<file path="src/design/gl_pkg.sv">
// ----------------------------------------------------------------------------
// gl_pkg
// Shared types, codes and default sizes of the graph Laplacian builder.
// ----------------------------------------------------------------------------
package gl_pkg;

  localparam int DEF_MAX_VERTICES = 64;
  localparam int DEF_ENTRY_BITS   = 16;

  localparam int CMD_W    = 2;
  localparam int VTX_W    = 6;
  localparam int VCOUNT_W = 7;
  localparam int OUT_W    = 16;
  localparam int STATUS_W = 2;

  localparam logic [VCOUNT_W-1:0] VCOUNT_RESET = VCOUNT_W'(64);

  typedef enum logic [CMD_W-1:0] {
    CMD_START = 2'd0,
    CMD_EDGE  = 2'd1,
    CMD_READ  = 2'd2,
    CMD_NOP   = 2'd3
  } cmd_e;

  typedef enum logic [STATUS_W-1:0] {
    STAT_OK      = 2'd0,
    STAT_BAD_VTX = 2'd1,
    STAT_ERROR   = 2'd2
  } status_e;

  typedef enum logic [2:0] {
    CTRL_CLEAR,
    CTRL_IDLE,
    CTRL_EDGE_RD,
    CTRL_EDGE_WR,
    CTRL_READ_RD,
    CTRL_READ_DATA,
    CTRL_RESULT
  } ctrl_state_e;

endpackage

</file>
<file path="src/design/gl_sat.sv">
// ----------------------------------------------------------------------------
// gl_sat
// Shared saturating increment / decrement unit for entry updates.
// ----------------------------------------------------------------------------
module gl_sat import gl_pkg::*; #(
  parameter int ENTRY_BITS = DEF_ENTRY_BITS
) (
  input  logic signed [ENTRY_BITS-1:0] operand_i,
  input  logic                         inc_i,
  output logic signed [ENTRY_BITS-1:0] result_o
);

  localparam logic signed [ENTRY_BITS-1:0] EntryMax = {1'b0, {(ENTRY_BITS-1){1'b1}}};
  localparam logic signed [ENTRY_BITS-1:0] EntryMin = {1'b1, {(ENTRY_BITS-1){1'b0}}};
  localparam logic signed [ENTRY_BITS-1:0] One      = ENTRY_BITS'(1);

  always_comb begin
    if (inc_i) begin
      result_o = (operand_i == EntryMax) ? operand_i : operand_i + One;
    end else begin
      result_o = (operand_i == EntryMin) ? operand_i : operand_i - One;
    end
  end

endmodule

</file>
<file path="config.mk">
export PLATFORM = sky130hd
export DESIGN_NAME = gl_sat
export DESIGN_NICKNAME = d
export VERILOG_FILES = /design/src/design/gl_pkg.sv /design/src/design/gl_sat.sv
export SDC_FILE = /design/constraint.sdc
export NUM_CORES = 1
export LEC_CHECK = 0
export ABC_AREA = 0
export BUFFER_PORTS_ARGS = -buffer_cell sky130_fd_sc_hd__buf_2
export CAP_MARGIN = 30
export CORE_MARGIN = 2
export CORE_UTILIZATION = 25
export DETAILED_ROUTE_END_ITERATION = 8
export PLACE_DENSITY = 0.57
export SETUP_SLACK_MARGIN = 0.05
export SLEW_MARGIN = 40
export SYNTH_ARGS = -nofsm -noshare
export SYNTH_HDL_FRONTEND = slang
export SYNTH_SLANG_ARGS = --single-unit
</file>
<file path="constraint.sdc">
create_clock -name vclk -period 3.9
set_input_delay 0.585 -clock vclk [all_inputs]
set_output_delay 0.585 -clock vclk [all_outputs]
set_load 0.1 [all_outputs]
</file>
# After elaboration in Yosys (flattened, before gate mapping)
# Index checks and enable logic that the tools add are counted.
classes:
  n_addsub: 2
  eq_ne: 2
  n_mux: 3
ops:
  columns: ["op", "n"]
  rows:
  - ["16-bit two-way mux", 3]
  - ["16-bit equality test, second input constant", 2]
  - ["16-bit by 2-bit adder with 16-bit output, second input constant", 1]
  - ["16-bit by 2-bit subtractor with 16-bit output, second input constant", 1]
totals:
  register_bits: 0
  inputBits: 17
  out_inout_bits: 16
  word_cells: 7

# Depth between registers and ports, before layout
# Gate-level depths: netlist (run 1).
logic_depth:
  ltp_word: 3
  mapped_depth: 7
  ltp_nobuf: 7

# Worst setup path before layout (run 1)
# No wires, ideal clock.
synth_path:
  kind: "input to output"
  from: "in operand_i[0]"
  to: "out result_o[14]"
  t_arrival_ns: 3.486
  t_required_ns: 3.315
  setup_slack_ns: -0.171
  stages: 7
  n_path_buf: 0
  cell_sequence: "inv_1 ha_1 and3b_1 and2_2 or3_1 nor2_1 o21ai_0"
synth_between:
  elab_chain_cells: 3
  elab_cells_between_ends: 7
  cone_classes: "add/sub (2); eq/ne (2); mux (3)"
synth_rtl:
  columns: ["element", "line", "source"]
  rows:
  - ["start: declaration", "gl_sat.sv:8", "input logic signed [ENTRY_BITS-1:0] operand_i,"]
  - ["16-bit by 2-bit subtractor with 16-bit output (tied with other cells)", "gl_sat.sv:21", "result_o = (operand_i == EntryMin) ? operand_i : operand_i - One;"]
  - ["16-bit two-way mux (on tied branches)", "gl_sat.sv:21, gl_sat.sv:19", null]
  - ["16-bit two-way mux *", "gl_sat.sv:18", "if (inc_i) begin"]
  - ["end: declaration", "gl_sat.sv:10", "output logic signed [ENTRY_BITS-1:0] result_o"]
# Mark *: on every way between the ends. The rest lies on a longest branch, timed or not.

# Worst setup path after layout (run 1)
layout_path:
  from: "in operand_i[1]"
  to: "out result_o[12]"
# The elaborated chain is that of the path after synthesis.

==> results of run 1 <==
layer usage:
metal / wire length (um) / global-route usage [%]
met5: 0 / 0
met2: 1170 / 23.3
met4: 0 / 1.27
met3: 137 / 0.433
met1: 1140 / 20.5
layout make-up:
type	instances	area (sq um)	share of cell area, %
Inverter	4	15.0	1.55
Multi-Input combinational cell	109	736	75.8
Tap cell	44	55.1	5.67
Timing Repair Buffer	33	165	17.0
power breakdown:
part           total, mW  internal, mW  switching, mW
Sequential             0             0              0
Combinational      0.157        0.0297          0.128
Clock                  0             0              0
Yosys cell counts (2+ instances only):
| cell type | number | area (sq um) |
|---|---|---|
| sky130_fd_sc_hd__nor3_1 | 4 | 20.0 |
| sky130_fd_sc_hd__or3_1 | 2 | 12.5 |
| sky130_fd_sc_hd__nor4_1 | 2 | 12.5 |
| sky130_fd_sc_hd__nor4b_1 | 2 | 17.5 |
| sky130_fd_sc_hd__nor2b_1 | 2 | 12.5 |
| sky130_fd_sc_hd__a21oi_1 | 6 | 30.0 |
| sky130_fd_sc_hd__inv_1 | 4 | 15.0 |
| sky130_fd_sc_hd__xor2_1 | 6 | 52.6 |
| sky130_fd_sc_hd__nor4_4 | 2 | 42.5 |
| sky130_fd_sc_hd__o22ai_1 | 2 | 12.5 |
| sky130_fd_sc_hd__nand2_1 | 14 | 52.6 |
| sky130_fd_sc_hd__clkbuf_2 | 2 | 10.0 |
| sky130_fd_sc_hd__nor2_1 | 10 | 37.5 |
| sky130_fd_sc_hd__ha_1 | 3 | 37.5 |
| sky130_fd_sc_hd__or4_1 | 2 | 15.0 |
| sky130_fd_sc_hd__o21ai_0 | 8 | 40.0 |
| sky130_fd_sc_hd__nand4_1 | 7 | 43.8 |
| sky130_fd_sc_hd__nand3_1 | 7 | 35.0 |
| sky130_fd_sc_hd__xnor2_1 | 6 | 52.6 |
| sky130_fd_sc_hd__and2_2 | 2 | 15.0 |
| sky130_fd_sc_hd__and4_2 | 3 | 30.0 |
| sky130_fd_sc_hd__o31a_1 | 2 | 17.5 |
logic make-up (layout without fill, tap and decap cells):
family          Yosys count  in the layout  share of synthesized area [%]
fa+ha+maj                 3              3                           4.79
xor+xnor                 12             12                           13.4
simple gates             66             66                           51.5
compound gates           27             27                           22.8
buf+inv                   9             37                           6.22
mux                       1              1                           1.28
worst paths after layout:
check                      from           end  slack, ns  depth (start not counted)
setup / recovery   operand_i[1]  result_o[12]       0.60                          8
hold / removal    operand_i[11]  result_o[11]       1.67                          3
through the flow:
| step | hold slack, ns | setup slack, ns | instance area [sq um] | cells | utilization, % |
|---|---|---|---|---|---|
| global placement | 1.66 | 0.713 | 971 | 190 | 32.1 |
| finish | 1.67 | 0.600 | 971 | 190 | 32.1 |
| CTS | 1.67 | 0.633 | 971 | 190 | 32.1 |
| floorplan | 1.62 | 0.0979 | 785 | 118 | - |
| detailed placement | 1.67 | 0.656 | 971 | 190 | 32.1 |
| global route | 1.69 | 0.312 | 971 | 190 | 32.1 |
placed cells by master (no fill, tap or decap), drive strengths merged:
cell     count
a2111oi      1
a211o        2
a21oi        6
a221o        1
a22oi        1
a2bb2oi      1
a41oi        1
and2         2
and3         1
and3b        1
and4         4
and4b        1
buf         33
ha           3
inv          4
mux2i        1
nand2       14
nand3        8
nand3b       1
nand4        7
nor2        10
nor2b        2
nor3         4
nor4         4
nor4b        2
o21ai        8
o22ai        2
o31a         2
o31ai        1
o32ai        1
or2          1
or3          2
or4          2
xnor2        6
xor2         6
==> results.txt, run 1 <==
* Proportion of synthesized chip area in sequential cells: 0%
- In the final layout, the share of cells above drive strength 1 is 29.5%.
- In this run the worst path has a maximum fanout of 7.
- The worst setup path is captured at an output pin.
* Cts repair resizes: 0
- Leakage power summed over all cells: 0.372 nW
* Number of distinct standard cells referenced by the synthesized netlist: 42
* Horizontal extent of the die: 60.0 um
- STA classifies the critical path startpoint as an input port.
* DR pass1 iterations: 4
- The final critical path takes up a little over four fifths of the cycle.
- Critical path data required time: 3.31 ns
- 33 I/O pins were placed.
* Largest net degree at the start of global routing: 14
* Hold Buf Count CTS: 0
* Max-slew headroom: between 50% and 60%
- Antenna-violating nets left: 0
- For this run, design rule violations remaining after detail routing come to 0.
- IR analysis of the VDD net gives a maximum drop of 0.0947 mV.
* Post-synthesis to final-layout area growth: 23.8%
- Dividing total power by cell area gives a power density of 162 nW/um^2.
- Final hold violations: 0
* Min-Delay Path Class: in -> out
- CP peak stage delay: approximately 0.63 ns
- Most prevalent standard cell on the critical path: sky130_fd_sc_hd__buf_2
- The cell area that synthesis handed to floorplanning was 785 sq um.
- Slowest-stage cell, CP: sky130_fd_sc_hd__a2111oi_0
- Number of nets in the layout: 168
- Number of buffers added for setup after CTS: 0
* Syn nets: about 140
* Syn_area_per_cell: 6.65 sq um
- After layout, the design draws a total of about 160 uW.
- Kind of critical path: in -> out
- Worst path buffer plus inverter count: 3
- Once the floorplan was initialized, standard cells occupied 25.9% of the core.
- Detailed-route wire length: 2450 um
- For the finished layout, the period the worst path requires is 3.30 ns.
- The via count of the first global-routing pass came to 895.
- Based on the critical path, the design can be clocked at up to between 300 and 400 MHz.
- Register Area: 0 sq um
* Chip height: 60.0 um
- Overall routing resource usage: roughly 14%
- Run status: completed
- Fillers: 350
* HPWL reported at the end of detailed placement: 2020 um
- The final max-slew violation count was 0.
- Post-synthesis cell count: roughly 120
- The number of antenna violations at the first check in global routing came to 0.
- Number of design-rule violations left by the first detailed-router iteration: 31
- For the pin with the worst max-slew slack, the measured transition is 0.636 ns.
* Yosys Warn Count: 0
- Via count of the routed design: 1033
- In the routed layout, each cell is associated on average with a via count of 5.44.
* RePlAce Congestion: 0.829
* Floorplan Core Area: 3030 sq um
- Data arrives at the worst endpoint at about 2.7 ns.
* Number of max-capacitance violations reported: 0
- Die outline area: 3600 sq um
- Row generation in the floorplan step produced 20 rows.
- Global-route wire length before repair: 4040 um
* Sum Neg Setup Slack: 0 ns
- Top Family by Delay on Critical Path: compound AO/OA/AOI/OAI gates
* Layout sequential cell count: 0
- Finish-stage setup viols: 0
* Number of clock buffer instances in the layout: 0
- RSZ-0062 raised after global routing: no
- Total grt overflow: 0
* Worst-path cell chain: buf_2 > inv_1 > ha_1 > and3b_1 > and2_2 > a2111oi_0 > o31a_1 > buf_2
- IO Port Bufs: 33
- After detailed routing, the average wire length per cell comes to 12.9 um.
- Antenna diode instance count: 0
Power figures use the tool's default switching activity.
==> run 2: changes to the inputs <==
PLACE_DENSITY = 0.59   (was 0.57)
clock period = 2.9 ns   (was 3.9 ns; I/O delays follow)
==> run 2 against run 1 <==
Hold slack got worse by 0.37 ns. Global-route usage increased by 0.84 points. Sequential cell count unchanged. Worst setup slack got worse by 0.49 ns. Via count increased by 0.29%. Clock-buffer cell count unchanged. Utilization increased by 14 points. Power increased by 82%. First-iteration DRC count increased by 16%. Largest cell class unchanged.
==> results.txt, run 2 (synthesis gave the netlist of run 1 again) <==
- STA classifies the critical path startpoint as an input port.
- Wires add up to 2560 um.
* Sum Neg Setup Slack: 0 ns
- Worst-path cell chain: buf_2 > inv_2 > ha_1 > and3b_1 > and2_2 > a2111oi_1 > buf_4 > o21ai_0 > o31a_1 > buf_12
- Register Area: 0 sq um
- Worst VDD drop: 0.122 mV
* Total grt overflow: 0
- Final hold violations: 0
* Die outline area: 3600 sq um
* RePlAce Congestion: 0.855
* Finish-stage setup viols: 0
- Overall routing resource usage: 14.8%
- The tool flagged a number of max-cap violations equal to 0.
- In the layout the commonest cells are sky130_fd_sc_hd__buf_2, sky130_fd_sc_hd__buf_12, sky130_fd_sc_hd__nand2_1.
* Cells after DPL: approximately 200
- Of all nets on the critical path, the largest fanout is 7.
- Critical path data required time: 2.47 ns
- Number of buffers added for setup after CTS: 0
* Top Family by Delay on Critical Path: compound AO/OA/AOI/OAI gates
- Setup repair after global routing could not meet its margin everywhere.
- Cells fill 45.7% of the core in the end.
- The min-delay analysis places its worst path in the category in -> out.
* Run status: completed
* Layout sequential cell count: 0
- Based on the critical path, the design can be clocked at up to 358 MHz.
* Chip height: 60.0 um
* Sequential fraction of design power: 0%
* Worst Tran Pin Value: 0.562 ns
- Data arrives at the worst endpoint at between 2 and 2.5 ns.
- Once detailed placement completed, the half-perimeter wirelength came to 2180 um.
- Comb pwr share: 100.0%
* Most frequent standard cell in the layout excluding fill and tap cells: sky130_fd_sc_hd__buf_2
* Layout Cell Area excl Fill: 1390 sq um
- Number of design-rule violations left by the first detailed-router iteration: 36
* Antenna diode instance count: 0
- DR pass1 iterations: 4
- For hold timing, the worst endpoint is result_o[3].
- The number of antenna violations at the first check in global routing is 0.
- Along the worst hold path, the cell count comes to 3.
- The first global-routing pass estimated ~4300 um of wire.
- Leakage power summed over all cells: 0.532 nW
- Of the cells placed in the final design, the portion with a size suffix greater than 1 is 42.4%.
- Worst hold slack after final layout: 1.31 ns
- Type of element capturing the critical path: output pin
- Switching share of power: 65.7%
- Proportion of power drawn by the clock network: 0%
- In the final design database the tool counted 173 nets.
- Slowest-stage cell, CP: sky130_fd_sc_hd__a2111oi_1
* Max Transition Viols Final: 0
- The area growth from synthesis to layout is 76.6%.
- CP peak stage delay: 0.49 ns
- The layout has 300 filler cells.
* Worst path buffer plus inverter count: 4
- Clock period minus worst slack: 2.79 ns
- Mean routed wirelength per cell: 13.1 um
* Power Internal: between 90 and 100 uW
- For this design the ratio of total power to cell area is 207 nW/um^2.
- For this run, design rule violations remaining after detail routing come to 0.
* Via-to-Cell Ratio: around 5.3
* Initial core utilization: 25.9%
* Cell area reported after detailed placement: 1380 sq um
* Vias in the first global route: 933
- Post-route clock period utilization: between 90% and 100%
* Final standard cell count with taps included and fillers excluded: 195
* Critical hold path startpoint: operand_i[3]
- Max-slew headroom: 62.1%
- Ports: 33
- Kind of critical path: in -> out
- Via count of the routed design: 1036
- For this design the total switching power over the nets is about 190 uW.
* Total number of placement rows: 20
- Largest net degree at the start of global routing: 14
- Counting the clock-network buffers in the layout gives 0.
- In this run the remaining antenna-violating nets after routing total 0.
- The floorplan step set the die width to roughly 60 um.
- The floorplan step defined a core boundary enclosing 3030 sq um.
- Buffers placed on the I/O ports in this run total 33.
## run 2: cell types whose count changed in the layout (fill, tap and decap cells not counted), sizes merged
cell    previous run  this run
buf               33        37
clkbuf             0         1
## run 2: worst max-delay path by stage
stage                     slack [ns]  depth (start not counted)      endpoint         start
final                           0.11                         10  result_o[12]  operand_i[1]
after global routing            0.04                          7  result_o[15]  operand_i[3]
after CTS                       0.07                         10  result_o[12]  operand_i[0]
after detailed placement        0.08                         10  result_o[12]  operand_i[0]
after global placement          0.05                         10  result_o[12]  operand_i[0]
after floorplan                -0.24                          7  result_o[14]  operand_i[0]
## run 2: layer usage
metal / vias up / routed length (um) / share of wire (%) / GRT usage (%)
met1: 483 / 1210 / 47 / 21.8
met3: 0 / 99 / 3.9 / 0
met2: 38 / 1240 / 49 / 25.6
met5: - / 0 / 0 / 0
met4: 0 / 0 / 0 / 0
li1: 515 / - / - / -
## run 2: metrics by stage
step	worst slack, ns	total power, mW
floorplan	-0.245	0.178
global placement	0.0525	0.285
detailed placement	0.0817	0.286
CTS	0.0672	0.286
global route	0.0396	0.298
finish	0.108	0.287
## run 2: final cells by class
cell class                 instances  area (sq um)  share of cell area [%]
tap                               44          55.1                    3.97
multi-input combinational        109           867                    62.6
timing repair buffer              38           448                    32.3
inverter                           4          15.0                    1.08
## run 2: power by group through the flow
stage | registers (mW) | clock network, mW | logic (mW)
6_report | 0 | 0 | 0.287
5_1_grt | 0 | 0 | 0.298
2_1_floorplan | 0 | 0 | 0.178
4_1_cts | 0 | 0 | 0.286
3_5_place_dp | 0 | 0 | 0.286
3_3_place_gp | 0 | 0 | 0.285
## run 2: what timing repair did
action	CTS	global route
hold endpoints to repair	0	0
gates resized for setup	0	5
hold buffers	0	0
endpoints found under the setup margin	0	3
## run 2: worst min-delay path, cell delays in order
cell	delay (ns)
sky130_fd_sc_hd__buf_2	0.16
sky130_fd_sc_hd__xor2_2	0.11
sky130_fd_sc_hd__buf_12	0.16
==> run 3: changes to the inputs <==
CORE_UTILIZATION = 45   (was 25)
PLACE_DENSITY = 0.89   (was 0.59)
==> run 3 against run 2 <==
Routed wire length increased by 0.67%. Critical path depth did not move. Sequential cell count unchanged. Hold slack improved by 0.0093 ns. Sequential share of layout area is the same. Clock-buffer cell count unchanged. Die area is 42% lower. Critical endpoint unchanged. Global-route usage increased by 11 points. Final area down 3.5%. Largest power group unchanged. Largest cell class unchanged. Non-clock buffer count unchanged. Combinational power is 2% lower.
==> results.txt, run 3 (synthesis gave the netlist of run 1 again) <==
* Clock period minus worst slack: about 2.8 ns
* Hold worst-path end: result_o[11]
- Global-route wire length before repair: 4100 um
- Number of nets in the layout: between 150 and 200
* Cells after DPL: roughly 170
- VDD sags by at most 0.205 mV.
- Ratio of cells with drive above 1 in the final layout: 41.1%
- RSZ-0062 raised after global routing: yes
* Hold Buf Count CTS: 0
- Fillers: 118
- The routed layout has 1069 vias.
* Initial core utilization: 46.4%
- The worst hold path was traced through 3 stages.
- Nature of the critical path startpoint: input port
* Area of combinational cells with multiple inputs: 867 sq um
* Post-route clock period utilization: 96.7%
- Run status: completed
- Antenna diode instance count: 0
* Finish-stage setup viols: 0
- Wires add up to about 2600 um.
* Most frequent standard cell in the layout excluding fill and tap cells: sky130_fd_sc_hd__buf_2
* Signal arrival time at the worst endpoint: 2.37 ns
- The floorplan step defined a die boundary enclosing roughly 2100 sq um.
- Registers take 0 sq um.
- Top Family by Delay on Critical Path: compound AO/OA/AOI/OAI gates
- Measured along the y axis, the die boundary spans 45.8 um.
- The tool flagged a number of max-cap violations equal to 0.
- Antenna-violating nets left: 0
* Kind of critical path: in -> out
- IO Port Bufs: 33
- For this design the ratio of total power to cell area is roughly 210 nW/um^2.
* Post-synthesis to final-layout area growth: 70.3%
* Critical path data required time: 2.47 ns
* Worst path buffer plus inverter count: 4
* DR pass1 iterations: 4
* Number of clock buffer instances in the layout: 0
- Summed over all cells, the static leakage comes to 0.529 nW.
* Final standard cell count with taps included and fillers excluded: approximately 170
- In the layout the commonest cells are sky130_fd_sc_hd__buf_2, sky130_fd_sc_hd__nand2_1, sky130_fd_sc_hd__buf_12.
- Number of design-rule violations left by the first detailed-router iteration: 36
- The final number of hold-violating endpoints is 0.
- The worst hold path begins at operand_i[11].
- Slowest-stage cell, CP: sky130_fd_sc_hd__a2111oi_1
- Largest net degree at the start of global routing: 14
- After detailed routing, the number of vias per cell comes to 6.36.
- Type of element capturing the critical path: output pin
- The HPWL after detailed placement is about 2200 um.
- Dividing the detail-routed wire length by the instance count gives 15.3 um.
* Total number of placement rows: 15
* Worst Tran Pin Value: 0.485 ns
* Horizontal extent of the die: 45.8 um
- The final max-slew violation count was 0.
* Total grt overflow: 0
* Floorplan Core Area: 1690 sq um
- Core occupancy in the finished layout: 79.1%
* Layout sequential cell count: 0
* Worst-path cell chain: buf_2 > inv_1 > ha_1 > and3b_1 > and2_2 > a2111oi_1 > buf_4 > o21ai_0 > o31a_1 > buf_12
* Initial antenna violation count: 0
* Detailed-route DRC error count: 0
- Measured against its own limit, the worst slew margin works out to 67.9%.
* CP peak stage delay: about 0.46 ns
- Power consumption: 281 uW
* Worst-path fanout max: 5
- Min-Delay Path Class: in -> out
- Vias in the first global route: 930
- 33 I/O pins were placed.
- Overall routing resource usage: 25.7%
- Static timing analysis puts the maximum clock frequency at 357 MHz.
- RePlAce Congestion: ~0.9
-- run 3: changes by cell type in the layout (fill, tap and decap cells not counted) --
cell                     change
sky130_fd_sc_hd__inv_2       -2
sky130_fd_sc_hd__buf_2       +1
sky130_fd_sc_hd__buf_12      -1
sky130_fd_sc_hd__inv_1       +2
-- run 3: final cells by class --
cell class / instances / share of cell area [%]
timing repair buffer: 38 / 32.4
inverter: 4 / 1.12
multi-input combinational: 109 / 64.9
tap: 17 / 1.59
-- run 3: worst max path at each step --
| stage | startpoint | endpoint | slack (ns) | cells after the start |
|---|---|---|---|---|
| global placement | operand_i[0] | result_o[12] | 0.12 | 10 |
| CTS | operand_i[0] | result_o[12] | 0.06 | 10 |
| finish | operand_i[0] | result_o[12] | 0.1 | 10 |
| detailed placement | operand_i[0] | result_o[12] | 0.07 | 10 |
| floorplan | operand_i[0] | result_o[14] | -0.24 | 7 |
| global route | operand_i[0] | result_o[12] | 0.04 | 10 |
-- run 3: power by group --
part	internal [mW]	switching, mW
sequential	0	0
combinational	0.0934	0.188
clock	0	0
total	0.0934	0.188
-- run 3: tightest hold or removal path, delay by kind of cell --
family	cells	cell delay [ns]
buffers and inverters	2	0.34
XOR/XNOR	1	0.10
-- run 3: per-stage QoR --
step	TNS, ns	cell area (sq um)	setup WS, ns	hold WS (ns)
final	0	1340	0.0957	1.31
after global routing	0	1340	0.0401	1.33
after detailed placement	0	1330	0.0744	1.31
after floorplan	-0.259	911	-0.245	1.08
after CTS	0	1330	0.0606	1.31
after global placement	0	1330	0.115	1.30
-- run 3: metal layers --
layer | track usage (%) | wire length [um] | up-vias
li1 | - | - | 512
met1 | 34.5 | 1060 | 516
met2 | 44.5 | 1330 | 35
met3 | 1.98 | 136 | 6
met4 | 5.71 | 44 | 0
met5 | 0 | 0 | -
-- run 3: timing repair --
action / in CTS / in global routing
gates resized for setup: 0 / 3
endpoints found under the setup margin: 0 / 2
buffers inserted: 0 / 0
