**src/design/gl_pkg.sv**
```systemverilog
// ----------------------------------------------------------------------------
// gl_pkg
// Shared types, codes and default sizes of the graph Laplacian builder.
// ----------------------------------------------------------------------------
package gl_pkg;

  localparam int DEF_MAX_VERTICES = 64;
  localparam int DEF_ENTRY_BITS   = 16;

  localparam int CMD_W    = 2;
  localparam int VTX_W    = 6;
  localparam int VCOUNT_W = 7;
  localparam int OUT_W    = 16;
  localparam int STATUS_W = 2;

  localparam logic [VCOUNT_W-1:0] VCOUNT_RESET = VCOUNT_W'(64);

  typedef enum logic [CMD_W-1:0] {
    CMD_START = 2'd0,
    CMD_EDGE  = 2'd1,
    CMD_READ  = 2'd2,
    CMD_NOP   = 2'd3
  } cmd_e;

  typedef enum logic [STATUS_W-1:0] {
    STAT_OK      = 2'd0,
    STAT_BAD_VTX = 2'd1,
    STAT_ERROR   = 2'd2
  } status_e;

  typedef enum logic [2:0] {
    CTRL_CLEAR,
    CTRL_IDLE,
    CTRL_EDGE_RD,
    CTRL_EDGE_WR,
    CTRL_READ_RD,
    CTRL_READ_DATA,
    CTRL_RESULT
  } ctrl_state_e;

endpackage

```
**src/design/gl_req_if.sv**
```systemverilog
// ----------------------------------------------------------------------------
// gl_req_if
// Request channel: command and two vertex indices.
// ----------------------------------------------------------------------------
interface gl_req_if import gl_pkg::*; ();
  logic             valid;
  logic             ready;
  logic [CMD_W-1:0] command;
  logic [VTX_W-1:0] first_vertex;
  logic [VTX_W-1:0] second_vertex;

  modport source (output valid, command, first_vertex, second_vertex, input ready);
  modport sink   (input valid, command, first_vertex, second_vertex, output ready);
endinterface

```
**src/design/gl_rsp_if.sv**
```systemverilog
// ----------------------------------------------------------------------------
// gl_rsp_if
// Response channel: entry read and status.
// ----------------------------------------------------------------------------
interface gl_rsp_if import gl_pkg::*; ();
  logic                       valid;
  logic                       ready;
  logic signed [OUT_W-1:0]    entry_value;
  logic        [STATUS_W-1:0] status;

  modport source (output valid, entry_value, status, input ready);
  modport sink   (input valid, entry_value, status, output ready);
endinterface

```
**src/design/gl_ctrl.sv**
```systemverilog
// ----------------------------------------------------------------------------
// gl_ctrl
// Sequencer: clear sweeps, four read-modify-write updates per edge,
// entry reads, and the response register.
// ----------------------------------------------------------------------------
module gl_ctrl import gl_pkg::*; #(
  parameter int MAX_VERTICES = DEF_MAX_VERTICES,
  parameter int ENTRY_BITS   = DEF_ENTRY_BITS,
  localparam int DEPTH  = MAX_VERTICES * MAX_VERTICES,
  localparam int ADDR_W = $clog2(DEPTH)
) (
  input  logic                         clk_i,
  input  logic                         rst_ni,
  input  logic        [VCOUNT_W-1:0]   vertex_count_i,
  gl_req_if.sink                       req_i,
  gl_rsp_if.source                     rsp_o,
  output logic                         mem_we_o,
  output logic        [ADDR_W-1:0]     mem_addr_o,
  output logic signed [ENTRY_BITS-1:0] mem_wdata_o,
  input  logic signed [ENTRY_BITS-1:0] mem_rdata_i,
  output logic signed [ENTRY_BITS-1:0] sat_operand_o,
  output logic                         sat_inc_o,
  input  logic signed [ENTRY_BITS-1:0] sat_result_i
);

  localparam logic [ADDR_W-1:0] LastAddr = ADDR_W'(DEPTH - 1);
  localparam logic [ADDR_W-1:0] RowStep  = ADDR_W'(MAX_VERTICES);
  localparam logic [31:0]       MaxVtx   = 32'(MAX_VERTICES);

  ctrl_state_e          state_q, state_d;
  logic [ADDR_W-1:0]    cnt_q, cnt_d;
  logic [1:0]           upd_q, upd_d;
  logic [VTX_W-1:0]     u_q, u_d, v_q, v_d;
  logic                 clr_rsp_q, clr_rsp_d;
  logic                 err_q, err_d;
  logic [OUT_W-1:0]     res_entry_q, res_entry_d;
  status_e              res_status_q, res_status_d;
  logic                 rsp_valid_q, rsp_valid_d;
  logic [OUT_W-1:0]     rsp_entry_q, rsp_entry_d;
  status_e              rsp_status_q, rsp_status_d;

  logic                 accept;
  logic                 slot_free;
  logic                 in_range;
  cmd_e                 cmd;
  logic [VTX_W-1:0]     row, col;
  logic [ADDR_W-1:0]    upd_addr;
  logic signed [31:0]   rd_ext;

  assign cmd       = cmd_e'(req_i.command);
  assign accept    = req_i.valid && (state_q == CTRL_IDLE);
  assign slot_free = !rsp_valid_q || rsp_o.ready;
  assign in_range  = (VCOUNT_W'(req_i.first_vertex) < vertex_count_i)
                  && (VCOUNT_W'(req_i.second_vertex) < vertex_count_i)
                  && (32'(req_i.first_vertex) < MaxVtx)
                  && (32'(req_i.second_vertex) < MaxVtx);

  // update order: (u,u)+1, (v,v)+1, (u,v)-1, (v,u)-1
  assign row      = (upd_q == 2'd0 || upd_q == 2'd2) ? u_q : v_q;
  assign col      = (upd_q == 2'd0 || upd_q == 2'd3) ? u_q : v_q;
  assign upd_addr = ADDR_W'(row) * RowStep + ADDR_W'(col);
  assign rd_ext   = 32'(mem_rdata_i);

  assign sat_operand_o = mem_rdata_i;
  assign sat_inc_o     = !upd_q[1];

  assign req_i.ready       = (state_q == CTRL_IDLE);
  assign rsp_o.valid       = rsp_valid_q;
  assign rsp_o.entry_value = rsp_entry_q;
  assign rsp_o.status      = rsp_status_q;

  always_comb begin
    state_d = state_q;
    unique case (state_q)
      CTRL_CLEAR: begin
        if (cnt_q == LastAddr) begin
          state_d = clr_rsp_q ? CTRL_RESULT : CTRL_IDLE;
        end
      end
      CTRL_IDLE: begin
        if (req_i.valid) begin
          unique case (cmd)
            CMD_START: state_d = CTRL_CLEAR;
            CMD_EDGE: begin
              if (err_q || !in_range || req_i.first_vertex == req_i.second_vertex) begin
                state_d = CTRL_RESULT;
              end else begin
                state_d = CTRL_EDGE_RD;
              end
            end
            CMD_READ: state_d = (err_q || !in_range) ? CTRL_RESULT : CTRL_READ_RD;
            default:  state_d = CTRL_RESULT;
          endcase
        end
      end
      CTRL_EDGE_RD:   state_d = CTRL_EDGE_WR;
      CTRL_EDGE_WR:   state_d = (upd_q == 2'd3) ? CTRL_RESULT : CTRL_EDGE_RD;
      CTRL_READ_RD:   state_d = CTRL_READ_DATA;
      CTRL_READ_DATA: state_d = CTRL_RESULT;
      CTRL_RESULT:    state_d = slot_free ? CTRL_IDLE : CTRL_RESULT;
      default:        state_d = CTRL_IDLE;
    endcase
  end

  always_comb begin
    cnt_d        = cnt_q;
    upd_d        = upd_q;
    u_d          = u_q;
    v_d          = v_q;
    clr_rsp_d    = clr_rsp_q;
    err_d        = err_q;
    res_entry_d  = res_entry_q;
    res_status_d = res_status_q;
    rsp_valid_d  = rsp_valid_q && !rsp_o.ready;
    rsp_entry_d  = rsp_entry_q;
    rsp_status_d = rsp_status_q;
    mem_we_o     = 1'b0;
    mem_addr_o   = upd_addr;
    mem_wdata_o  = sat_result_i;

    unique case (state_q)
      CTRL_CLEAR: begin
        mem_we_o    = 1'b1;
        mem_addr_o  = cnt_q;
        mem_wdata_o = '0;
        cnt_d       = cnt_q + ADDR_W'(1);
        if (cnt_q == LastAddr) begin
          clr_rsp_d = 1'b0;
        end
      end
      CTRL_IDLE: begin
        if (accept) begin
          u_d          = req_i.first_vertex;
          v_d          = req_i.second_vertex;
          upd_d        = 2'd0;
          res_entry_d  = '0;
          res_status_d = STAT_OK;
          unique case (cmd)
            CMD_START: begin
              cnt_d     = '0;
              clr_rsp_d = 1'b1;
              err_d     = 1'b0;
            end
            CMD_EDGE: begin
              if (err_q) begin
                res_status_d = STAT_ERROR;
              end else if (!in_range) begin
                res_status_d = STAT_BAD_VTX;
                err_d        = 1'b1;
              end
            end
            CMD_READ: begin
              // row u, column v shares the address path of the third update
              upd_d = 2'd2;
              if (err_q) begin
                res_status_d = STAT_ERROR;
              end else if (!in_range) begin
                res_status_d = STAT_BAD_VTX;
              end
            end
            default: begin
              res_status_d = err_q ? STAT_ERROR : STAT_OK;
            end
          endcase
        end
      end
      CTRL_EDGE_RD: begin
      end
      CTRL_EDGE_WR: begin
        mem_we_o = 1'b1;
        upd_d    = upd_q + 2'd1;
      end
      CTRL_READ_RD: begin
      end
      CTRL_READ_DATA: begin
        res_entry_d = rd_ext[OUT_W-1:0];
      end
      CTRL_RESULT: begin
        if (slot_free) begin
          rsp_valid_d  = 1'b1;
          rsp_entry_d  = res_entry_q;
          rsp_status_d = res_status_q;
        end
      end
      default: begin
      end
    endcase
  end

  always_ff @(posedge clk_i or negedge rst_ni) begin
    if (!rst_ni) begin
      state_q     <= CTRL_CLEAR;
      cnt_q       <= '0;
      clr_rsp_q   <= 1'b0;
      err_q       <= 1'b0;
      rsp_valid_q <= 1'b0;
    end else begin
      state_q     <= state_d;
      cnt_q       <= cnt_d;
      clr_rsp_q   <= clr_rsp_d;
      err_q       <= err_d;
      rsp_valid_q <= rsp_valid_d;
    end
  end

  always_ff @(posedge clk_i) begin
    upd_q        <= upd_d;
    u_q          <= u_d;
    v_q          <= v_d;
    res_entry_q  <= res_entry_d;
    res_status_q <= res_status_d;
    rsp_entry_q  <= rsp_entry_d;
    rsp_status_q <= rsp_status_d;
  end

endmodule

```
**src/flat_wrapper.sv**
```systemverilog
// flat-port wrapper written by rule: the top's interface ports become plain ports
module gl_ctrl_flat import gl_pkg::*;
#(
  parameter int MAX_VERTICES = DEF_MAX_VERTICES,
  parameter int ENTRY_BITS   = DEF_ENTRY_BITS,
  localparam int DEPTH  = MAX_VERTICES * MAX_VERTICES,
  localparam int ADDR_W = $clog2(DEPTH)
)
  (clk_i, rst_ni, vertex_count_i, mem_we_o, mem_addr_o, mem_wdata_o, mem_rdata_i, sat_operand_o, sat_inc_o, sat_result_i, req_i_valid, req_i_command, req_i_first_vertex, req_i_second_vertex, req_i_ready, rsp_o_valid, rsp_o_entry_value, rsp_o_status, rsp_o_ready);
  gl_req_if req_i_i ();
  gl_rsp_if rsp_o_i ();
  input  logic clk_i;
  input  logic rst_ni;
  input  logic        [VCOUNT_W-1:0] vertex_count_i;
  output logic mem_we_o;
  output logic        [ADDR_W-1:0] mem_addr_o;
  output logic signed [ENTRY_BITS-1:0] mem_wdata_o;
  input  logic signed [ENTRY_BITS-1:0] mem_rdata_i;
  output logic signed [ENTRY_BITS-1:0] sat_operand_o;
  output logic sat_inc_o;
  input  logic signed [ENTRY_BITS-1:0] sat_result_i;
  input wire logic [$bits(req_i_i.valid)-1:0] req_i_valid;
  input wire logic [$bits(req_i_i.command)-1:0] req_i_command;
  input wire logic [$bits(req_i_i.first_vertex)-1:0] req_i_first_vertex;
  input wire logic [$bits(req_i_i.second_vertex)-1:0] req_i_second_vertex;
  output wire logic [$bits(req_i_i.ready)-1:0] req_i_ready;
  output wire logic [$bits(rsp_o_i.valid)-1:0] rsp_o_valid;
  output wire logic [$bits(rsp_o_i.entry_value)-1:0] rsp_o_entry_value;
  output wire logic [$bits(rsp_o_i.status)-1:0] rsp_o_status;
  input wire logic [$bits(rsp_o_i.ready)-1:0] rsp_o_ready;
  assign req_i_i.valid = req_i_valid;
  assign req_i_i.command = req_i_command;
  assign req_i_i.first_vertex = req_i_first_vertex;
  assign req_i_i.second_vertex = req_i_second_vertex;
  assign req_i_ready = req_i_i.ready;
  assign rsp_o_valid = rsp_o_i.valid;
  assign rsp_o_entry_value = rsp_o_i.entry_value;
  assign rsp_o_status = rsp_o_i.status;
  assign rsp_o_i.ready = rsp_o_ready;
  gl_ctrl #(.MAX_VERTICES(MAX_VERTICES), .ENTRY_BITS(ENTRY_BITS)) u_core (.clk_i(clk_i), .rst_ni(rst_ni), .vertex_count_i(vertex_count_i), .req_i(req_i_i), .rsp_o(rsp_o_i), .mem_we_o(mem_we_o), .mem_addr_o(mem_addr_o), .mem_wdata_o(mem_wdata_o), .mem_rdata_i(mem_rdata_i), .sat_operand_o(sat_operand_o), .sat_inc_o(sat_inc_o), .sat_result_i(sat_result_i));
endmodule
```
**config.mk**
```make
export PLATFORM = sky130hd
export DESIGN_NAME = gl_ctrl_flat
export DESIGN_NICKNAME = d
export VERILOG_FILES = /design/src/design/gl_pkg.sv /design/src/design/gl_req_if.sv /design/src/design/gl_rsp_if.sv /design/src/design/gl_ctrl.sv /design/src/flat_wrapper.sv
export SDC_FILE = /design/constraint.sdc
export NUM_CORES = 1
export LEC_CHECK = 0
export BUFFER_PORTS_ARGS = -buffer_cell sky130_fd_sc_hd__buf_2
export CORE_MARGIN = 3
export CORE_UTILIZATION = 54
export CTS_BUF_LIST = sky130_fd_sc_hd__clkbuf_4 sky130_fd_sc_hd__clkbuf_8 sky130_fd_sc_hd__clkbuf_16
export DETAILED_ROUTE_END_ITERATION = 8
export PLACE_DENSITY = 0.92
export SKIP_LAST_GASP = 1
export SYNTH_ARGS = -nofsm -noshare
export SYNTH_HDL_FRONTEND = slang
export SYNTH_SLANG_ARGS = --single-unit
```
**constraint.sdc**
```tcl
create_clock -name clk_i -period 6.4 [get_ports clk_i]
set_input_delay 0.32 -clock clk_i [delete_from_list [all_inputs] [get_ports clk_i]]
set_output_delay 0.32 -clock clk_i [all_outputs]
set_load 0.05 [all_outputs]
```
; Word level (Yosys, flattened, before mapping)
; Cells that the tools add are included.
[word_totals]
regBits = 68
in_bits = 57
out_inout_bits = 66
wordCells = 97
[op_classes]
add_sub_neg = 3
n_lt_le_gt_ge = 2
eq_ne = 16
muxes = 35
n_reduce_logical = 29
[ops]
columns = cell, n
row1 = $mux W12, 3
row2 = $mux W16, 2
row3 = $pmux W16 S2, 1
row4 = $pmux W12 S2, 1
row5 = $pmux W3 S7, 1
row6 = $mux W3, 6
row7 = $lt A6 B7 Y1, 2
row8 = $add A12 B1 Y12 const B, 1
row9 = $add A12 B6 Y12, 1
row10 = $eq A12 B12 Y1 const B, 1
row11 = $mux W6, 2
row12 = $mux W2, 5
row13 = $reduce_and A2 Y1, 5
row14 = $eq A3 B3 Y1 const B, 3
row15 = $mux W1, 9
row16 = $pmux W3 S3, 1
row17 = $pmux W2 S2, 2
row18 = $reduce_bool A2 Y1, 4
row19 = $eq A2 B2 Y1 const B, 3
row20 = $eq A3 B2 Y1 const B, 2
row21 = $eq A6 B6 Y1, 1
row22 = $ne A2 B1 Y1 const B, 3
row23 = $reduce_and A3 Y1, 2
row24 = $logic_or A1 B1 Y1, 5
row25 = other kinds (11), 19

; Depth between registers and ports, before layout
[logic_depth]
ltp_word = 9
depth_mapped = 8
depth_no_buf = 7

; Worst setup path after synthesis
; No wires, ideal clock.
[synth_path]
path_kind = reg2out
from = reg u_core.upd_q[1]
to = out mem_addr_o[0]
t_arrival_ns = 2.509
t_required_ns = 6.080
path_slack_ns = 3.571
stages_incl_launch_ff = 6
path_buffers = 1
path_cell_list = edfxtp_1 -> inv_1 -> ha_1 -> buf_1 -> mux2i_1 -> o21ai_0
[synth_via]
elab_chain_cells = 5
elab_cells_between_ends = 6
classes_between = add/sub: 1 / eq/ne: 1 / mux: 2 / reduce/logical: 2
[synth_rtl]
columns = element, line
row1 = start: declaration, gl_ctrl.sv:32  ; logic [1:0] upd_q, upd_d;
row2 = start signal: assignment, gl_ctrl.sv:207  ; upd_q <= upd_d;
row3 = $eq A2 B2 Y1 or $logic_not A2 Y1 (tied branches), gl_ctrl.sv:60  ; assign col = (upd_q == 2'd0 || upd_q == 2'd3) ? u_q : v_q;
row4 = $logic_or A1 B1 Y1 *, gl_ctrl.sv:60
row5 = $mux W6 *, gl_ctrl.sv:60
row6 = $add A12 B6 Y12 *, gl_ctrl.sv:61  ; assign upd_addr = ADDR_W'(row) * RowStep + ADDR_W'(col);
row7 = $mux W12 *, gl_ctrl.sv:121  ; unique case (state_q)
row8 = end: declaration, flat_wrapper.sv:16  ; output logic [ADDR_W-1:0] mem_addr_o;
; Every way passes the cells marked *; elsewhere a longest branch is shown, timed or not.

; Worst setup path after layout
[layout_path]
from = reg u_core.state_q[2]
to = out mem_addr_o[5]
[layout_via]
elab_chain_cells = 2
[layout_rtl]
columns = element, line
row1 = start: declaration, gl_ctrl.sv:30  ; ctrl_state_e state_q, state_d;
row2 = start signal: assignment, gl_ctrl.sv:198  ; state_q <= state_d;
row3 = $logic_not A3 Y1, gl_ctrl.sv:121
row4 = $mux W12, gl_ctrl.sv:121
; Every way passes these cells.

==> summary.txt <==
Synth
  • Top post-synthesis cells by count: 50 x edfxtp_1, 24 x nand2_1, 22 x nor2_1, 18 x dfrtp_1, 18 x ha_1
  • Syn nets: 388
  • Synth top area cells: edfxtp_1 41%, dfrtp_1 12%, ha_1 6.2%, xor2_1 3.6%, mux2i_1 3.3%
  • Ys async rst share: 0.265
  • Mean Syn Cell Area: roughly 12 um^2
  • Largest family of logic cells by synthesized area: simple AND/OR/NAND/NOR gates
  • Synth Area in XOR/XNOR: 0.0386
  • Netlist Area Pre-Place: 3630 um^2
  • Synth top area share: 0.413
  • Post-synthesis compound-gate area fraction: 0.0692
  • Synth Register Bits: 68
  • Post-synth EDFFs: 50
  • Post-synthesis sequential area ratio: 0.537
  • Count leader, synth: edfxtp_1
  • Adder-cell share of the synthesized area: 0.0620
  • Cell taking the most area after synthesis: edfxtp_1
  • Post-synth top flop: edfxtp_1
  • Count of unique library cells instantiated by Yosys: 51
  • Post-Syn Instances: 313
  • Synth Area in Simple Gates: 0.183
  • Warnings from Yosys: 0
  • Mux cell area share after synthesis: 0.0362

Global routing
  • Total track usage: 0.201
  • Number of global-route vias before repair: about 2,600
  • GRT Residual Overflow: 0
  • Antenna violations before repair: 0
  • Largest net degree at the start of global routing: 44
  • First-pass GRT wire length: roughly 12 mm

CTS
  • Clk root buf: clkbuf_8
  • Max clock buf depth: 2
  • Clock-pin slew on the worst setup and hold paths: ~0.07 ns
  • CTS tree: yes
  • TritonCTS Buffers: 9
  • Max H-tree Level: 3
  • Num Clock Sinks: between 60 and 70
  • Worst-Skew Late Latency: approximately 0.35 ns
  • Post-CTS repair timing setup buffer count: 0

Critical path
  • Critical path endpoint category: primary output
  • CP max stage delay: approximately 1.1 ns
  • Largest delay share family, worst path: simple AND/OR/NAND/NOR gates
  • Required @ worst endpoint: ~6.1 ns
  • Worst-path fanout max: 43
  • WP buf/inv: 1
  • CP Data Arrival Time: between 2 and 3 ns
  • Critical path type: reg2out
  • Startpoint Class: register
  • Crit path max-delay cell type: nor3_4
  • Worst path cell trace: nor3_4 -> nand2_1 -> o21ai_0 -> buf_2

Route
  • Routed wl met2: 4.04 mm
  • DRC: 0
  • Routed Wire Length: roughly 7.7 mm
  • WL met1: 2.92 mm
  • Initial DRC count: about 180
  • Met3 wire length: 404 um
  • DRT Pass-1 Iters: 4
  • DR WL/cell: 15.4 um
  • Max layer used: met4
  • Vias/cell: 5.37
  • Vias: ~2,700
  • ANT nets after route: 0

Pwr
  • Sw Share: 0.472
  • PwrDens: ~460 nW/um^2
  • Worst vdd ir: about 250 uV
  • Power share of the combinational group: 0.463
  • Sequential share of power: 0.342
  • Leak Pwr: ~2.1 nW
  • Internal Power: approximately 0.0011 W
  • Net Sw Power: around 0.00095 W
  • Clk pwr share: 0.195

Floorplan
  • Initial Util: 0.566
  • DIE WIDTH: slightly below 90 um
  • Core Box Area: roughly 6400 um^2
  • Top-level I/O count: 123
  • Die ar.: just under 8000 um^2
  • Die Ht: 88.0 um
  • # rows: 29

Layout
  • FILL cells: 456
  • Multi-input logic area: roughly 1400 um^2
  • Final #Nets: 492
  • Register area: just under 2000 um^2
  • Post-layout util: 0.679
  • Layout Cell Area excl Fill: ~4400 um^2
  • Antenna cell count: 0
  • P&R area growth vs syn: 20.0%
  • Layout cells sized above 1: 0.377

Placed design
  • Port bufs: about 120
  • Cell Area, Placed: 4130 um^2
  • Gpl congestion: roughly 0.9
  • Post-detail-place hpwl: between 5 and 6 mm

Timing
  • Fin Setup TNS: 0 ns
  • RSZ-0062 raised after global routing: false
  • # setup viols final: 0
  • Final Hold Vio Count: 0
  • Fin Hold WS: between 0.15 and 0.2 ns
  • Highest clock rate: around 330 MHz
  • Final period utilization: 0.480
  • Worst Skew: ~0.013 ns
  • Slew @ Worst Pin: roughly 1.3 ns
  • Slew Limit Fails: 0
  • Min cycle time layout: slightly above 3 ns
  • Max-Slew Margin vs Limit: 0.159

Flow run
  • Max-cap violations: 0

Hold path
  • HP Class: in2reg

Run status
  • Outcome: finished clean
worst paths after layout:
| path | startpoint | endpoint | slack [ns] | cells after the start |
|---|---|---|---|---|
| worst max register to register | u_core.state_q[2] | u_core.state_q[2] | 3.80 | 4 |
| worst min-delay path | req_i_second_vertex[0] | u_core.v_q[0] | 0.19 | 1 |
| max in group asynchronous | rst_ni | u_core.cnt_q[1] | 5.66 | 2 |
| worst max-delay path | u_core.state_q[2] | mem_addr_o[5] | 3.33 | 4 |
| worst min register to register | u_core.res_entry_q[12] | u_core.rsp_o.entry_value[12] | 0.42 | 0 |
| min in group asynchronous | rst_ni | u_core.state_q[1] | 0.43 | 2 |
worst reg2reg max path: stages, from the launching register on:
cell      delay (ns)
dfrtp_1         0.69
nor3_4          1.14
a21boi_1        0.33
a21oi_1         0.10
a32o_1          0.24
power by group through the flow:
stage / Clock (W) / Combinational (W) / Sequential [W]
2_1_floorplan: 0 / 0.000742 / 0.000701
3_3_place_gp: 0 / 0.000902 / 0.000686
3_5_place_dp: 0 / 0.000925 / 0.000693
4_1_cts: 0.000397 / 0.000933 / 0.000684
5_1_grt: 0.000418 / 0.000991 / 0.000699
6_report: 0.000392 / 0.000931 / 0.000687
state kept, by name (all words and copies together), names as in the netlist:
name	flops
u_core.rsp_o.valid	1
u_core.state_q	3
u_core.err_q	1
u_core.rsp_o.entry_value	16
u_core.res_status_q	2
u_core.cnt_q	12
u_core.res_entry_q	16
u_core.clr_rsp_q	1
u_core.rsp_o.status	2
u_core.u_q	6
u_core.upd_q	2
u_core.v_q	6
per-layer routing:
layer | up-vias | global-route usage
met1 | 1236 | 0.211
met2 | 113 | 0.358
li1 | 1300 | -
met4 | 0 | 0.135
met3 | 32 | 0.0461
met5 | - | 0
kinds of logic after synthesis:
logic type / count (synthesis)
flops: 68
xor+xnor: 16
simple gates: 118
compound gates: 37
mux: 13
fa+ha+maj: 18
buf+inv: 43
final cells by class:
class,count,share of cell area
Inverter,12,0.0103
Multi-Input combinational cell,202,0.324
Tap cell,77,0.0221
Timing Repair Buffer,124,0.144
Sequential cell,68,0.448
Clock inverter,7,0.0230
Clock buffer,9,0.0284
cell usage in the layout (no fill, tap or decap), types with 2 or more instances in the layout:
cell	netlist	routed
a211oi_1	3	3
a21o_1	3	3
a21oi_1	4	4
a32o_1	3	3
and2_4	2	2
and3_1	15	15
and3_2	8	8
and4_1	2	2
buf_2	4	122
bufinv_16	0	2
clkbuf_8	0	9
clkinvlp_4	0	3
dfrtp_1	18	18
edfxtp_1	50	50
ha_1	18	18
inv_1	12	12
mux2i_1	12	12
nand2_1	24	24
nand2b_1	3	3
nand3_1	6	6
nand4_1	2	2
nor2_1	22	22
nor2b_1	16	16
nor3_1	3	3
nor3b_1	2	2
o21ai_0	15	15
or2_2	2	2
or3_1	2	2
xor2_1	15	15
stage by stage:
step	power (W)	instances	setup WS, ns
floorplan	0.00144	313	3.57
global placement	0.00159	482	3.90
detailed placement	0.00162	482	3.72
CTS	0.00201	499	3.34
global route	0.00211	499	3.08
finish	0.00201	499	3.33
what timing repair did:
| action | in CTS | in global routing |
|---|---|---|
| resized for setup | 0 | 0 |
| endpoints found under the hold margin | 18 | 0 |
| hold buffers | 1 | 0 |
Note: power is estimated with default switching activity, not from simulation.
